## config.mk

```make
export PLATFORM = sky130hd
export DESIGN_NAME = m68k_line0_instruction_decoder
export DESIGN_NICKNAME = d
export VERILOG_FILES = /design/src/rtl/m68kl0_pkg.sv /design/src/rtl/m68kl0_decode.sv /design/src/rtl/m68k_line0_instruction_decoder.sv
export SDC_FILE = /design/constraint.sdc
export NUM_CORES = 1
export LEC_CHECK = 0
export BUFFER_PORTS_ARGS = -buffer_cell sky130_fd_sc_hd__buf_2
export CORE_ASPECT_RATIO = 0.75
export CORE_MARGIN = 2
export CORE_UTILIZATION = 53
export DETAILED_ROUTE_END_ITERATION = 6
export PLACE_DENSITY = 0.85
export SLEW_MARGIN = 40
export SYNTH_ARGS = -nofsm -noshare
export SYNTH_HDL_FRONTEND = slang
export SYNTH_SLANG_ARGS = --single-unit
```

## constraint.sdc

```tcl
create_clock -name clk -period 2.9 [get_ports clk]
set_input_delay 0.435 -clock clk [delete_from_list [all_inputs] [get_ports clk]]
set_output_delay 0.435 -clock clk [all_outputs]
set_load 0.03 [all_outputs]
```

## src/rtl/m68kl0_pkg.sv

```systemverilog
// Shared types, codes and helpers for the 68030 line-0 opcode decoder.
// No dependencies; used by m68kl0_decode and m68k_line0_instruction_decoder.
package m68kl0_pkg;

	// Operation kinds
	localparam logic [4:0] OP_INVALID  = 5'd0;
	localparam logic [4:0] OP_ORI      = 5'd1;
	localparam logic [4:0] OP_ANDI     = 5'd2;
	localparam logic [4:0] OP_SUBI     = 5'd3;
	localparam logic [4:0] OP_ADDI     = 5'd4;
	localparam logic [4:0] OP_EORI     = 5'd5;
	localparam logic [4:0] OP_CMPI     = 5'd6;
	localparam logic [4:0] OP_MOVES    = 5'd7;
	localparam logic [4:0] OP_ORI_CCR  = 5'd8;
	localparam logic [4:0] OP_ANDI_CCR = 5'd9;
	localparam logic [4:0] OP_EORI_CCR = 5'd10;
	localparam logic [4:0] OP_ORI_SR   = 5'd11;
	localparam logic [4:0] OP_ANDI_SR  = 5'd12;
	localparam logic [4:0] OP_EORI_SR  = 5'd13;
	localparam logic [4:0] OP_BTST     = 5'd14;
	localparam logic [4:0] OP_BCHG     = 5'd15;
	localparam logic [4:0] OP_BCLR     = 5'd16;
	localparam logic [4:0] OP_BSET     = 5'd17;
	localparam logic [4:0] OP_MOVEP    = 5'd18;

	// Effective address classes
	localparam logic [3:0] EA_NONE = 4'd0;
	localparam logic [3:0] EA_DN   = 4'd1;
	localparam logic [3:0] EA_ABSW = 4'd8;

	// Field codes
	localparam logic [2:0] MODE_AN     = 3'd1;
	localparam logic [2:0] MODE_EXT    = 3'd7;
	localparam logic [2:0] REG_IMM     = 3'd4;
	localparam logic [2:0] ROW_OR      = 3'd0;
	localparam logic [2:0] ROW_AND     = 3'd1;
	localparam logic [2:0] ROW_STATIC  = 3'd4;
	localparam logic [2:0] ROW_EOR     = 3'd5;
	localparam logic [2:0] ROW_MOVES   = 3'd7;
	localparam logic [1:0] SZF_BYTE    = 2'd0;
	localparam logic [1:0] SZF_WORD    = 2'd1;
	localparam logic [1:0] SZF_LONG    = 2'd2;
	localparam logic [1:0] SZF_EXTRA   = 2'd3;
	localparam logic [2:0] SIZE_NONE   = 3'd0;
	localparam logic [2:0] SIZE_BYTE   = 3'd1;
	localparam logic [2:0] SIZE_WORD   = 3'd2;
	localparam logic [2:0] SIZE_LONG   = 3'd4;

	// Decoded result
	typedef struct packed {
		logic [4:0] op_kind;
		logic [2:0] data_reg;
		logic [2:0] addr_reg;
		logic       to_memory;
		logic [2:0] size_bytes;
		logic       bit_number_in_reg;
		logic [3:0] ea_class;
		logic [2:0] ea_reg;
		logic       privileged;
	} dec_result_t;

	// EA class from mode and register; EA_NONE marks an illegal mode 7 form
	function automatic logic [3:0] ea_class_of(input logic [2:0] mode, input logic [2:0] rg);
		logic [3:0] c;
		if (mode != MODE_EXT) begin
			c = {1'b0, mode} + 4'd1;
		end else if (rg <= REG_IMM) begin
			c = EA_ABSW + {1'b0, rg};
		end else begin
			c = EA_NONE;
		end
		return c;
	endfunction

	// Immediate op kind by row (static bit row never reaches here)
	function automatic logic [4:0] imm_kind_of_row(input logic [2:0] row);
		logic [4:0] k;
		unique case (row)
			3'd0:    k = OP_ORI;
			3'd1:    k = OP_ANDI;
			3'd2:    k = OP_SUBI;
			3'd3:    k = OP_ADDI;
			3'd5:    k = OP_EORI;
			3'd6:    k = OP_CMPI;
			3'd7:    k = OP_MOVES;
			default: k = OP_INVALID;
		endcase
		return k;
	endfunction

	// Bit operation kind from a two-bit selector
	function automatic logic [4:0] bit_kind_of(input logic [1:0] sel);
		logic [4:0] k;
		unique case (sel)
			2'd0: k = OP_BTST;
			2'd1: k = OP_BCHG;
			2'd2: k = OP_BCLR;
			2'd3: k = OP_BSET;
		endcase
		return k;
	endfunction

endpackage

```

## src/rtl/m68kl0_decode.sv

```systemverilog
// Combinational line-0 opcode decode: one 16-bit word to one decoded result.
// Depends on m68kl0_pkg.
module m68kl0_decode (
	input  logic [15:0]              word,
	output m68kl0_pkg::dec_result_t  res
);

	logic [2:0] row, opmode, mode, rg;
	logic [1:0] szf;

	assign row    = word[11:9];
	assign opmode = word[8:6];
	assign szf    = word[7:6];
	assign mode   = word[5:3];
	assign rg     = word[2:0];

	always_comb begin
		m68kl0_pkg::dec_result_t r;
		logic       uses_ea;
		logic [3:0] eac;
		r       = '0;
		uses_ea = 1'b0;
		eac     = m68kl0_pkg::ea_class_of(mode, rg);

		if (word[15:12] == 4'd0) begin
			priority if (word[8]) begin
				if (mode == m68kl0_pkg::MODE_AN) begin
					// MOVEP
					r.op_kind    = m68kl0_pkg::OP_MOVEP;
					r.data_reg   = row;
					r.addr_reg   = rg;
					r.to_memory  = opmode[2] & opmode[1];
					r.size_bytes = opmode[0] ? m68kl0_pkg::SIZE_LONG
						: m68kl0_pkg::SIZE_WORD;
				end else begin
					// dynamic bit op, bit number in Dn
					r.op_kind           = m68kl0_pkg::bit_kind_of(opmode[1:0]);
					r.data_reg          = row;
					r.bit_number_in_reg = 1'b1;
					uses_ea             = 1'b1;
				end
			end else if (row == m68kl0_pkg::ROW_STATIC) begin
				// static bit op
				r.op_kind = m68kl0_pkg::bit_kind_of(szf);
				uses_ea   = 1'b1;
			end else if (mode == m68kl0_pkg::MODE_EXT && rg == m68kl0_pkg::REG_IMM) begin
				// CCR / SR forms
				if (szf == m68kl0_pkg::SZF_BYTE) begin
					unique case (row)
						m68kl0_pkg::ROW_OR:  r.op_kind = m68kl0_pkg::OP_ORI_CCR;
						m68kl0_pkg::ROW_AND: r.op_kind = m68kl0_pkg::OP_ANDI_CCR;
						m68kl0_pkg::ROW_EOR: r.op_kind = m68kl0_pkg::OP_EORI_CCR;
						default:             r.op_kind = m68kl0_pkg::OP_INVALID;
					endcase
				end else if (szf == m68kl0_pkg::SZF_WORD) begin
					unique case (row)
						m68kl0_pkg::ROW_OR:  r.op_kind = m68kl0_pkg::OP_ORI_SR;
						m68kl0_pkg::ROW_AND: r.op_kind = m68kl0_pkg::OP_ANDI_SR;
						m68kl0_pkg::ROW_EOR: r.op_kind = m68kl0_pkg::OP_EORI_SR;
						default:             r.op_kind = m68kl0_pkg::OP_INVALID;
					endcase
					r.privileged = 1'b1;
				end
			end else if (szf != m68kl0_pkg::SZF_EXTRA) begin
				// immediate ops and MOVES
				r.op_kind = m68kl0_pkg::imm_kind_of_row(row);
				unique case (szf)
					m68kl0_pkg::SZF_BYTE: r.size_bytes = m68kl0_pkg::SIZE_BYTE;
					m68kl0_pkg::SZF_WORD: r.size_bytes = m68kl0_pkg::SIZE_WORD;
					m68kl0_pkg::SZF_LONG: r.size_bytes = m68kl0_pkg::SIZE_LONG;
					default:              r.size_bytes = m68kl0_pkg::SIZE_NONE;
				endcase
				r.privileged = (row == m68kl0_pkg::ROW_MOVES);
				uses_ea      = 1'b1;
			end else begin
				// size field three: CMP2/CHK2/CAS space, not decoded
				r.op_kind = m68kl0_pkg::OP_INVALID;
			end

			if (uses_ea) begin
				r.ea_class = eac;
				r.ea_reg   = rg;
				if (eac == m68kl0_pkg::EA_NONE) begin
					r.op_kind = m68kl0_pkg::OP_INVALID;
				end
			end
		end

		// an invalid result carries all-zero fields
		if (r.op_kind == m68kl0_pkg::OP_INVALID) begin
			r = '0;
		end
		res = r;
	end

endmodule

```

## src/rtl/m68k_line0_instruction_decoder.sv

```systemverilog
// Top level of the 68030 line-0 opcode decoder: input and result registers.
// Depends on m68kl0_pkg and m68kl0_decode.

// One opcode word is taken on every cycle in which start is high (busy is
// always low). The word is held in the input register, decoded in one pass
// and loaded into the result register at the next edge, so done is high for
// exactly one cycle per word, in step with the new result. The receiver
// cannot stall, so a result is never held. Throughput is one word per cycle,
// set by the single decode stage between the input register and the result
// register. There is no control state beyond the pipeline valid bits.
module m68k_line0_instruction_decoder (
	input  logic        clk,
	input  logic        arst_n,
	input  logic        start,
	output logic        busy,
	input  logic [15:0] opcode_word,
	output logic        done,
	output logic [4:0]  op_kind,
	output logic [2:0]  data_reg,
	output logic [2:0]  addr_reg,
	output logic        to_memory,
	output logic [2:0]  size_bytes,
	output logic        bit_number_in_reg,
	output logic [3:0]  ea_class,
	output logic [2:0]  ea_reg,
	output logic        privileged
);

	logic                     valid_s1, valid_s2;
	logic [15:0]              word_s1;
	m68kl0_pkg::dec_result_t  dec;
	m68kl0_pkg::dec_result_t  res_s2;

	assign busy = 1'b0;

	// pipeline valid bits
	always_ff @(posedge clk or negedge arst_n) begin
		if (!arst_n) begin
			valid_s1 <= 1'b0;
			valid_s2 <= 1'b0;
		end else begin
			valid_s1 <= start & ~busy;
			valid_s2 <= valid_s1;
		end
	end

	// input register
	always_ff @(posedge clk) begin
		if (start & ~busy) begin
			word_s1 <= opcode_word;
		end
	end

	m68kl0_decode u_decode (
		.word (word_s1),
		.res  (dec)
	);

	// result register
	always_ff @(posedge clk) begin
		if (valid_s1) begin
			res_s2 <= dec;
		end
	end

	assign done              = valid_s2;
	assign op_kind           = res_s2.op_kind;
	assign data_reg          = res_s2.data_reg;
	assign addr_reg          = res_s2.addr_reg;
	assign to_memory         = res_s2.to_memory;
	assign size_bytes        = res_s2.size_bytes;
	assign bit_number_in_reg = res_s2.bit_number_in_reg;
	assign ea_class          = res_s2.ea_class;
	assign ea_reg            = res_s2.ea_reg;
	assign privileged        = res_s2.privileged;

endmodule
```

After elaboration in Yosys (flattened, before gate mapping)
Cells that the tools add are included.
{"block": "word_totals", "reg_bits": 42, "input_bits": 19, "out_inout_bits": 26, "wordCells": 84}
{"block": "op_classes", "addsub": 2, "n_lt_le_gt_ge": 1, "eq_ne": 15, "mux": 38, "bitwise_logic": 5, "n_reduce_logical": 11}
{"cell": "2-to-1 mux 5 bit", "n": 7}
{"cell": "2-to-1 mux 24 bit", "n": 1}
{"cell": "case mux 4 bit (3 select lines)", "n": 2}
{"cell": "2-to-1 mux 7 bit", "n": 3}
{"cell": "case mux 3 bit (7 select lines)", "n": 1}
{"cell": "case mux 5 bit (4 select lines)", "n": 1}
{"cell": "== test 3 bit, second input constant", "n": 6}
{"cell": "2-to-1 mux 3 bit", "n": 6}
{"cell": "2-to-1 mux 1 bit", "n": 13}
{"cell": "case mux 3 bit (3 select lines)", "n": 1}
{"cell": "logical NOT 4 bit", "n": 2}
{"cell": "2-to-1 mux 4 bit", "n": 2}
{"cell": "2-to-1 mux 8 bit", "n": 1}
{"cell": "OR reduction 4 bit", "n": 2}
{"cell": "== test 3 x 1 -> 1 bit, second input constant", "n": 2}
{"cell": "== test 3 x 2 -> 1 bit, second input constant", "n": 2}
{"cell": "OR reduction 3 bit", "n": 2}
{"cell": "logical NOT 5 bit", "n": 1}
{"cell": "adder 3 x 1 -> 4 bit, second input constant", "n": 1}
{"cell": "adder 4 x 3 -> 4 bit, first input constant", "n": 1}
{"cell": "== test 2 bit, second input constant", "n": 2}
{"cell": "inverter 1 bit", "n": 4}
{"cell": "less-or-equal comparator 3 bit, second input constant", "n": 1}
{"cell": "logical NOT 3 bit", "n": 1}
{"cell": "other kinds (7)", "n": 7}

Depth between registers and ports, before layout
Gate-level depths: netlist (run 1).
{"block": "logic_depth", "word_depth": 12, "mapped_depth": 9, "mapped_depth_nobuf": 7}

Hierarchy
Synthesis (run 1) repeated with hierarchy kept, for this count alone.
{"block": "unflattened", "cells_unflattened": 152, "hier_area_um2": 1969.4}
{"mod": "m68k_line0_instruction_decoder", "instances": 1, "cells_each": 44, "area_per_inst_um2": 1262.5}
{"mod": "m68kl0_decode", "instances": 1, "cells_each": 108, "area_per_inst_um2": 706.9}

Worst setup path after synthesis (run 1)
No wires, ideal clock.
{"block": "synth_path", "path_type": "register to register", "start": "register word_s1[3]", "end": "register res_s2 (netlist bit privileged), data pin", "setup_time_ps": 264, "arrival_ps": 2079, "t_required_ps": 2636, "setup_slack_ps": 558, "path_stages_with_launch": 9, "n_path_buf": 1, "cell_sequence": "edfxtp_1 -> ha_1 -> ha_1 -> buf_6 -> and4bb_4 -> or3_1 -> a31oi_1 -> a2bb2oi_1 -> o41a_1"}
{"block": "synth_between", "elab_chain_cells": 10}
{"element": "start, declared", "line": "m68k_line0_instruction_decoder.sv:30", "text": "logic [15:0] word_s1;"}
{"element": "start signal, assigned", "line": "m68k_line0_instruction_decoder.sv:50", "text": "word_s1 <= opcode_word;"}
{"element": "parallel branches: the longest is 10 deep, another holds adder 3 x 1 -> 4 bit"}
{"element": "end signal, assigned", "line": "m68k_line0_instruction_decoder.sv:62", "text": "res_s2 <= dec;"}
{"element": "end, declared", "line": "m68k_line0_instruction_decoder.sv:32", "text": "m68kl0_pkg::dec_result_t res_s2;"}
Parallel ways; which one is timed is not known. The select of a mux whose other input is x is not followed.
A chain may end at the register's enable or synchronous reset.

Worst setup path in the final report (run 1)
Same ends and word-level chain as after synthesis.

==> run metrics, run 1 <==
status=completed; First DRT Iteration DRCs=110; Antenna Cells=0; most frequent cell after synthesis=edfxtp_1; Final min period=2.60 ns; CTS sink cnt=between 40 and 50; GRT Util Overall=19.4%; wire per inst=15.6 um; Core Region=0.00338 sq mm; DRT Wirelength=approximately 3.6 mm; crit path launch=word_s1[3]; num ports=45; share of cells above drive strength 1=29.9%; fmax=385 MHz; largest stage delay on the critical path=0.57 ns; Port-buffer cells=43; fin area=0.00224 sq mm; crit path max-delay cell type=o31ai_2; CP endpoint kind=register; worst slew pin tran=0.567 ns; DR vias/cell=between 5 and 6; Layout area overhead=16.5%; YS warnings=0; dominant synthesized flop cell=edfxtp_1; Die Ht=56.2 um; Synth Instances=150; Worst VDD drop=0.468 mV; worst hold margin=0.320 ns; maximum fanout along the worst path=10; EDFF count, synth=40; Static Leak=0.859 nW; critical path required time=2.94 ns; router iterations before antenna repair=4; post-CTS resize count=0; Worst setup SP type=register; initial antenna violation count=0; Vias=1342; vias in the first global route=roughly 1200; worst reg2reg path depth=7; max cap viols=0; antenna-violating nets left=0; fin nets=between 200 and 250; largest net degree at the start of global routing=26; Initial Util=between 50% and 60%; post-synth top area cell=edfxtp_1; crit path to=privileged; TNS Setup=0 ns; clk_skew=0.00526 ns; clk slew on worst S/H paths=0.07 ns; Core Rows=18; Cells after DPL=225; Overall Power=1.27 mW; Netlist cell types=45; Filler cells=between 200 and 300; number of synthesized register bits=42; Most flops, register=word_s1; die area=0.00413 sq mm; PD cells=567 mW/mm^2; DP Area=roughly 0.0021 sq mm; GPL Wtd Cong=0.785; Crit path arrival time=2.64 ns; H-tree depth=2; final cycle utilization of the critical path=89.5%; Slew HR=between 60% and 70%; Netlist Area Pre-Place=0.00192 sq mm; syn_nets=between 150 and 200; Hold Violations, Final=0; DR DRC count=0; Reg2Reg Launch Point=word_s1[3]; non-filler cells, final=234; FF-to-FF End=privileged; Multi-input gate area=597 sq um; Clk Latency, worst-skew pair=0.29 ns; unrepaired setup endpoints after global routing=no; HP Class=input pin to register; Post-synth top cells=40 x edfxtp_1, 18 x nor2_1, 7 x a21oi_1, 7 x nor3_1, 7 x o21ai_0; Finish-stage setup viols=0; cts bufs inserted=5; CTS tree=built; DIE WIDTH=around 74 um; Overflow after GRT=0; max-slew violations=0; post-synth top area share=a little over three fifths; critical path class=register to register; syn avg cell area=12.8 sq um; sequential cell area fraction in the yosys report=65.1%; R2R Setup Slk=slightly above 0.3 ns; maximum clock path buffer count=2; clk root buf=clkbuf_8; CP most frequent cell=ha_1; first-pass GRT wire length=5.92 mm; max FFs per register=16; Post-synth ARST share=4.76%; cell chain of the critical path=ha_1 -> ha_1 -> nor4bb_1 -> a22oi_1 -> o31ai_2 -> nor4_2 -> o41a_1; Final HPWL DP=2.63 mm; sequential cell area=0.00125 sq mm; Synth area leaders=edfxtp_1 62%, nor2_1 3.5%, dfrtp_1 2.6%
==> where the power goes <==
| part | internal, mW | switching, mW |
|---|---|---|
| sequential | 0.707 | 0.0414 |
| clock | 0.165 | 0.183 |
| combinational | 0.0621 | 0.111 |
| total | 0.935 | 0.335 |
==> worst max-delay path: cells and delay by family, from the launching register on <==
kind,cells,cell delay [ns]
compound gates,3,0.89
fa+ha+maj,2,0.52
flops,1,0.45
simple gates,2,0.48
==> per-stage QoR <==
| step | setup WS, ns | utilization (%) |
|---|---|---|
| detailed placement | 0.298 | 63.6 |
| floorplan | 0.558 | - |
| global placement | 0.458 | 63.6 |
| finish | 0.304 | 66.3 |
| CTS | 0.309 | 66.3 |
| global route | 0.115 | 66.3 |
==> metal layers <==
layer / wire length, um / track usage [%] / vias up
li1: - / - / 649
met1: 1630 / 26.5 / 613
met2: 1640 / 29.0 / 76
met3: 343 / 5.80 / 4
met4: 38 / 8.05 / 0
met5: 0 / 0 / -
==> repair_timing <==
item                      CTS  global route
hold endpoints to repair    2             0
buffers inserted            0             0
hold buffers                1             0
==> cells in the final DEF (no fill, tap or decap), types with 2 or more instances in the layout <==
cell | Yosys | layout
inv_1 | 6 | 6
nand2_1 | 4 | 4
ha_1 | 3 | 3
a31oi_1 | 4 | 4
nor3_1 | 7 | 7
edfxtp_1 | 40 | 40
or4_1 | 2 | 2
a21oi_1 | 7 | 7
nor4_1 | 2 | 2
o21ai_0 | 7 | 7
nand3_1 | 3 | 3
and2_1 | 3 | 3
nor2_1 | 18 | 18
clkbuf_8 | 0 | 5
nor3b_1 | 2 | 2
buf_2 | 3 | 43
and3_1 | 4 | 4
nand2b_1 | 3 | 3
==> how the worst min path moves through the flow <==
stage | start | end | slack (ns) | depth (start not counted)
floorplan | arst_n | done | 0.14 | 0
global placement | arst_n | valid_s1 | 0.22 | 1
detailed placement | arst_n | done | 0.23 | 1
CTS | opcode_word[6] | word_s1[6] | 0.31 | 1
global route | opcode_word[6] | word_s1[6] | 0.30 | 1
finish | opcode_word[6] | word_s1[6] | 0.32 | 1
==> kinds of logic (layout without fill, tap and decap cells) <==
group,count (synthesis),after routing,share of synthesized area (%)
adders and majority gates,3,3,1.95
xor gates and xnor gates,1,1,0.456
muxes,2,2,1.11
buffers and inverters,16,60,3.90
DFF,42,42,65.1
other,1,1,0.195
and+or+nand+nor,58,58,17.9
AOI/OAI and AO/OA,27,27,9.43
==> cell type report <==
type                            instances  area share (%)
Multi-Input combinational cell         92            26.6
Timing Repair Buffer                   45            10.4
Tap cell                               40            2.23
Clock buffer                            6            3.24
Sequential cell                        42            55.9
Clock inverter                          2           0.391
Inverter                                7            1.17
Note: power is estimated with default switching activity, not from simulation.
==> run 2, diff against run 1 <==
--- a/config.mk
+++ b/config.mk
@@ -5,12 +5,14 @@
 export SDC_FILE = /design/constraint.sdc
 export NUM_CORES = 1
 export LEC_CHECK = 0
+export ABC_AREA = 1
 export BUFFER_PORTS_ARGS = -buffer_cell sky130_fd_sc_hd__buf_2
 export CORE_ASPECT_RATIO = 0.75
 export CORE_MARGIN = 2
 export CORE_UTILIZATION = 53
 export DETAILED_ROUTE_END_ITERATION = 6
-export PLACE_DENSITY = 0.85
+export PLACE_DENSITY = 0.84
+export SETUP_SLACK_MARGIN = 0.5
 export SLEW_MARGIN = 40
 export SYNTH_ARGS = -nofsm -noshare
 export SYNTH_HDL_FRONTEND = slang
==> run metrics, run 2 <==
clk slew on worst S/H paths=0.07 ns (about the same); vias in the first global route=1166 (-5.3%); clk root buf=clkbuf_8; PD cells=554 mW/mm^2 (-2.3%); Antenna Cells=0 (unchanged); CTS sink cnt=42 (unchanged); max cap viols=0 (unchanged); DR DRC count=0 (unchanged); HP Class=input pin to register; GRT Util Overall=16.4% (-3.0 points); dominant synthesized flop cell=edfxtp_1; fmax=452 MHz (+17%); Synth area leaders=edfxtp_1 60%, nand2_1 6.1%, nor2_1 4.8%; met1 Track Usage GR=24.5% (-2.0 points); antenna-violating nets left=0 (unchanged); GPL Wtd Cong=0.952 (+21%); cts bufs inserted=5 (unchanged); post-synth top area cell=edfxtp_1; Layout area overhead=19.0%; First DRT Iteration DRCs=67 (-39%); min setup slack post-route=0.686 ns (+0.382 ns); Vias=1378 (+2.7%); DIE WIDTH=75.2 um (+2.3%); syn_nets=207 (+20%); Cells after DPL=278 (+24%); critical path class=register to register; met2 Use GR=21.6% (-7.4 points); Clk Latency, worst-skew pair=0.29 ns (about the same); Die Ht=57.4 um (+2.2%); status=completed; DR vias/cell=4.78 (-17%); syn avg cell area=10.9 sq um (-15%); H-tree depth=2 (unchanged); met3 Usage GRT=6.18% (+0.39 points); router iterations before antenna repair=4 (unchanged); Place WS=0.578 ns (+0.280 ns); post-synth top area share=59.6% (-2.9 points); wire per inst=10.7 um (-32%); Post-synth ARST share=4.76% (unchanged); fin nets=257 (+20%); num ports=45 (unchanged); die area=0.00432 sq mm (+4.6%); initial antenna violation count=0 (unchanged); final cycle utilization of the critical path=76.3% (-13 points); TNS Setup=0 ns (unchanged); first-pass GRT wire length=5.20 mm (-12%); Crit path arrival time=2.27 ns (-0.37 ns); Core Rows=19 (+1); largest net degree at the start of global routing=26 (unchanged); Initial Util=55.1% (-1.8 points); Overall Power=1.33 mW (+4.7%); share of cells above drive strength 1=35.2% (+5.3 points); most frequent cells in the layout=43 x buf_2, 40 x edfxtp_1, 33 x nand2_1; Netlist cell types=26 (-42%); Final HPWL DP=2.38 mm (-9.5%); critical path required time=2.95 ns (about the same); global route hottest layer=met1; worst slew pin tran=0.514 ns (-0.0533 ns); non-filler cells, final=288 (+23%); Netlist Area Pre-Place=0.00202 sq mm (+4.9%); EDFF count, synth=40 (unchanged); DRT Wirelength=3.07 mm (-16%); CP endpoint kind=register; Worst setup SP type=register; maximum clock path buffer count=2 (unchanged); Static Leak=1.10 nW (+29%); YS warnings=0 (unchanged); Hold Violations, Final=0 (unchanged); Overflow after GRT=0 (unchanged); Most flops, register=word_s1; Post-synth top cells=40 x edfxtp_1, 33 x nand2_1, 26 x nor2_1; clk_skew=0.00470 ns (-0.000567 ns); sequential cell area fraction in the yosys report=62.0% (-3.0 points); Worst VDD drop=0.327 mV (-30%); max FFs per register=16 (unchanged); Synth Instances=185 (+23%); number of synthesized register bits=42 (unchanged); most common cell after layout, fill and taps aside=buf_2; Core Region=0.00366 sq mm (+8.4%); Port-buffer cells=43 (unchanged); fin area=0.00240 sq mm (+7.2%); maximum fanout along the worst path=8 (-2); max-slew violations=0 (unchanged); most frequent cell after synthesis=edfxtp_1; Final min period=2.21 ns (-0.382 ns); unrepaired setup endpoints after global routing=no; Slew HR=65.7% (+3.8 points); CTS tree=built; DP Area=0.00228 sq mm (+6.1%); Finish-stage setup viols=0 (unchanged)
==> run 2: changes by cell type after synthesis, sizes merged, moves of 6 or more <==
cell,delta
nor3,-6
nand2,+40
inv,+21
nor2,+20
==> run 2: path summary, 6_finish.rpt <==
path / slack (ns) / to / startpoint / cells past startpoint
setup reg to reg: 0.69 / ea_class[1] / word_s1[3] / 14
max in group asynchronous: 2.34 / valid_s1 / arst_n / 2
min in group asynchronous: 0.45 / valid_s1 / arst_n / 2
setup / recovery: 0.69 / ea_class[1] / word_s1[3] / 14
hold / removal: 0.32 / word_s1[6] / opcode_word[6] / 1
hold reg to reg: 0.72 / ea_reg[1] / word_s1[1] / 2
==> run 2: power breakdown <==
part	switching [mW]	internal, mW	total [mW]
clock	0.179	0.192	0.371
combinational	0.150	0.0688	0.219
sequential	0.0297	0.711	0.740
==> run 2: cells by family after synthesis <==
logic type / share of synthesized area (%)
DFF: 62.0
other: 0.186
AOI/OAI and AO/OA: 5.34
buffers and inverters: 6.39
and+or+nand+nor: 24.2
adders and majority gates: 1.86
==> run 2: critical path, stage by stage, from the launching register on <==
cell	delay, ns
edfxtp_1	0.43
ha_1	0.26
ha_4	0.20
nand2_4	0.07
inv_4	0.04
nand2_4	0.08
nand2_4	0.07
nand2_4	0.07
nand3_1	0.07
nor2_2	0.16
nor2_4	0.07
o21ai_2	0.08
nand3_4	0.17
nand2_8	0.15
nor2_1	0.05
==> run 2: repair_timing <==
item	CTS	global route
resized for setup	0	2
endpoints found under the setup margin	0	19
setup buffers	0	1
endpoints found under the hold margin	2	0
hold buffers	1	0
==> run 2: final cells by class <==
type / instances / area (sq um)
clock buffers: 7 / 86.3
repair buffers: 45 / 233
fillers: 317 / 1260
inverters: 28 / 110
flip-flops and latches: 42 / 1250
multi-input cells: 113 / 649
well taps: 52 / 65.1
clock inverters: 1 / 5.00
==> run 2: per-stage QoR <==
stage	util, %	hold WS (ns)
after floorplan	-	0.139
after global placement	62.2	0.221
after detailed placement	62.3	0.224
after CTS	65.0	0.307
after global routing	65.6	0.304
final	65.6	0.316
==> run 2: metal layers <==
metal	wire [um]	share of wire, %
met1	1450	47
met2	1260	41
met3	321	10
met4	45	1.5
met5	0	0
==> run 3, diff against run 2 <==
==> constraint.sdc (replaced) <==
create_clock -name clk -period 2.25 [get_ports clk]
set_input_delay 0.3375 -clock clk [delete_from_list [all_inputs] [get_ports clk]]
set_output_delay 0.3375 -clock clk [all_outputs]
set_load 0.03 [all_outputs]
==> run metrics, run 3 (synthesis results as in run 2) <==
non-filler cells, final=299 (+3.8%); Cells after DPL=279 (+0.36%); Clk Latency, worst-skew pair=0.28 ns (about the same); status=completed; first-pass GRT wire length=5.25 mm (+0.92%); critical path required time=2.28 ns (-0.67 ns); clk_skew=0.00263 ns (-0.00207 ns); GPL Wtd Cong=0.935 (-1.8%); DR vias/cell=4.67 (-2.4%); DP Area=0.00231 sq mm (+1.5%); Worst VDD drop=0.530 mV (+62%); DRT Wirelength=3.43 mm (+12%); Core Util, Final=69.6% (+4.0 points); Static Leak=1.15 nW (+4.0%); max FFs per register=16 (unchanged); vias in the first global route=1231 (+5.6%); Worst setup SP type=register; CTS sink cnt=42 (unchanged); Crit path arrival time=2.17 ns (-0.10 ns); FF-to-FF End=ea_class[3]; final cycle utilization of the critical path=95.0% (+19 points); worst hold start=opcode_word[11]; max cap viols=0 (unchanged); Final min period=2.14 ns (-0.0769 ns); worst reg2reg path depth=14 (unchanged); CP endpoint kind=register; antenna-violating nets left=0 (unchanged); H-tree depth=2 (unchanged); fmax=468 MHz (+3.6%); unrepaired setup endpoints after global routing=yes; clk root buf=clkbuf_8; most common cell after layout, fill and taps aside=buf_2; Initial Util=55.1% (unchanged); HP Class=input pin to register; TNS Setup=0 ns (unchanged); share of cells above drive strength 1=43.7% (+8.6 points); cts bufs inserted=5 (unchanged); fin area=0.00255 sq mm (+6.1%); Hold Violations, Final=0 (unchanged); critical path class=register to register; Filler cells=276 (-13%); Overflow after GRT=0 (unchanged); Most flops, register=word_s1; min setup slack post-route=0.113 ns (-0.573 ns); hold path cells=1 (unchanged); Reg2Reg Launch Point=word_s1[4]; Core Rows=19 (unchanged); router iterations before antenna repair=4 (unchanged); wire per inst=11.5 um (+7.7%); Finish-stage setup viols=0 (unchanged); fin nets=269 (+4.7%); num ports=45 (unchanged); DR DRC count=0 (unchanged); die area=0.00432 sq mm (unchanged); clk slew on worst S/H paths=0.07 ns (about the same); sequential cell area=0.00125 sq mm (about the same); CTS tree=built; First DRT Iteration DRCs=80 (+19%); max-slew violations=0 (unchanged); Core Region=0.00366 sq mm (unchanged); Antenna Cells=0 (unchanged); Multi-input gate area=722 sq um (+11%); maximum fanout along the worst path=7 (-1); most frequent cells in the layout=43 x buf_2, 40 x edfxtp_1, 26 x nand2_1; Worst Hold Endpoint=word_s1[11]; initial antenna violation count=0 (unchanged); PD cells=675 mW/mm^2 (+22%); Overall Power=1.72 mW (+29%); Port-buffer cells=43 (unchanged); DIE WIDTH=75.2 um (unchanged); Layout area overhead=26.3%; R2R Setup Slk=0.11 ns (-0.57 ns); worst hold margin=0.225 ns (-0.0912 ns); largest net degree at the start of global routing=25 (-3.8%); GRT Util Overall=16.6% (+0.25 points); Vias=1396 (+1.3%); Final HPWL DP=2.42 mm (+1.7%); Die Ht=57.4 um (unchanged); maximum clock path buffer count=2 (unchanged); Place WS=0.0734 ns (-0.504 ns)
==> run 3: layout make-up <==
class	count	area share (%)
clock buffers	7	3.00
inverters	28	4.32
multi-input cells	113	28.3
flip-flops and latches	42	49.1
well taps	52	2.55
repair buffers	57	12.7
==> run 3: where the power goes <==
group          leakage [nW]  internal (mW)  total [mW]  switching, mW
clock network        0.0383          0.213       0.429          0.215
logic                 0.703          0.116       0.341          0.225
registers             0.408          0.916       0.949         0.0324
==> run 3: critical path, cell delays in order, from the launching register on <==
cell      delay (ns)
edfxtp_1        0.39
ha_2            0.21
ha_4            0.18
buf_4           0.13
inv_1           0.04
nand2_1         0.10
nand2_4         0.06
nor2_2          0.10
nand2_2         0.08
nor2_4          0.11
nor2_4          0.06
o21ai_2         0.08
nand3_4         0.17
nand2_8         0.14
nor2_2          0.04
==> run 3: layer usage <==
layer | vias to the layer above | wire length (um) | global-route usage, % | part of all wire, %
met5 | - | 0 | 0 | 0
met4 | 0 | 46 | 6.02 | 1.3
met3 | 8 | 220 | 5.65 | 6.4
met2 | 54 | 1580 | 24.8 | 46
met1 | 607 | 1580 | 22.9 | 46
li1 | 727 | - | - | -
==> run 3: worst max path at each step <==
stage | startpoint | endpoint | slack, ns | cells after the start
2_1_floorplan | word_s1[3] | ea_class[0] | 0.15 | 15
3_3_place_gp | word_s1[4] | ea_class[1] | 0.14 | 11
3_5_place_dp | word_s1[3] | ea_class[3] | 0.07 | 14
4_1_cts | word_s1[3] | ea_class[3] | 0.11 | 14
5_1_grt | word_s1[4] | ea_class[1] | -0.02 | 14
6_report | word_s1[4] | ea_class[3] | 0.11 | 14
==> run 3: repair_timing <==
item	CTS	global route
gates cloned	0	0
endpoints found under the hold margin	2	0
setup endpoints to repair	24	24
hold buffers	1	0
setup buffers	6	6
pin swaps	5	8
resized for setup	1	16
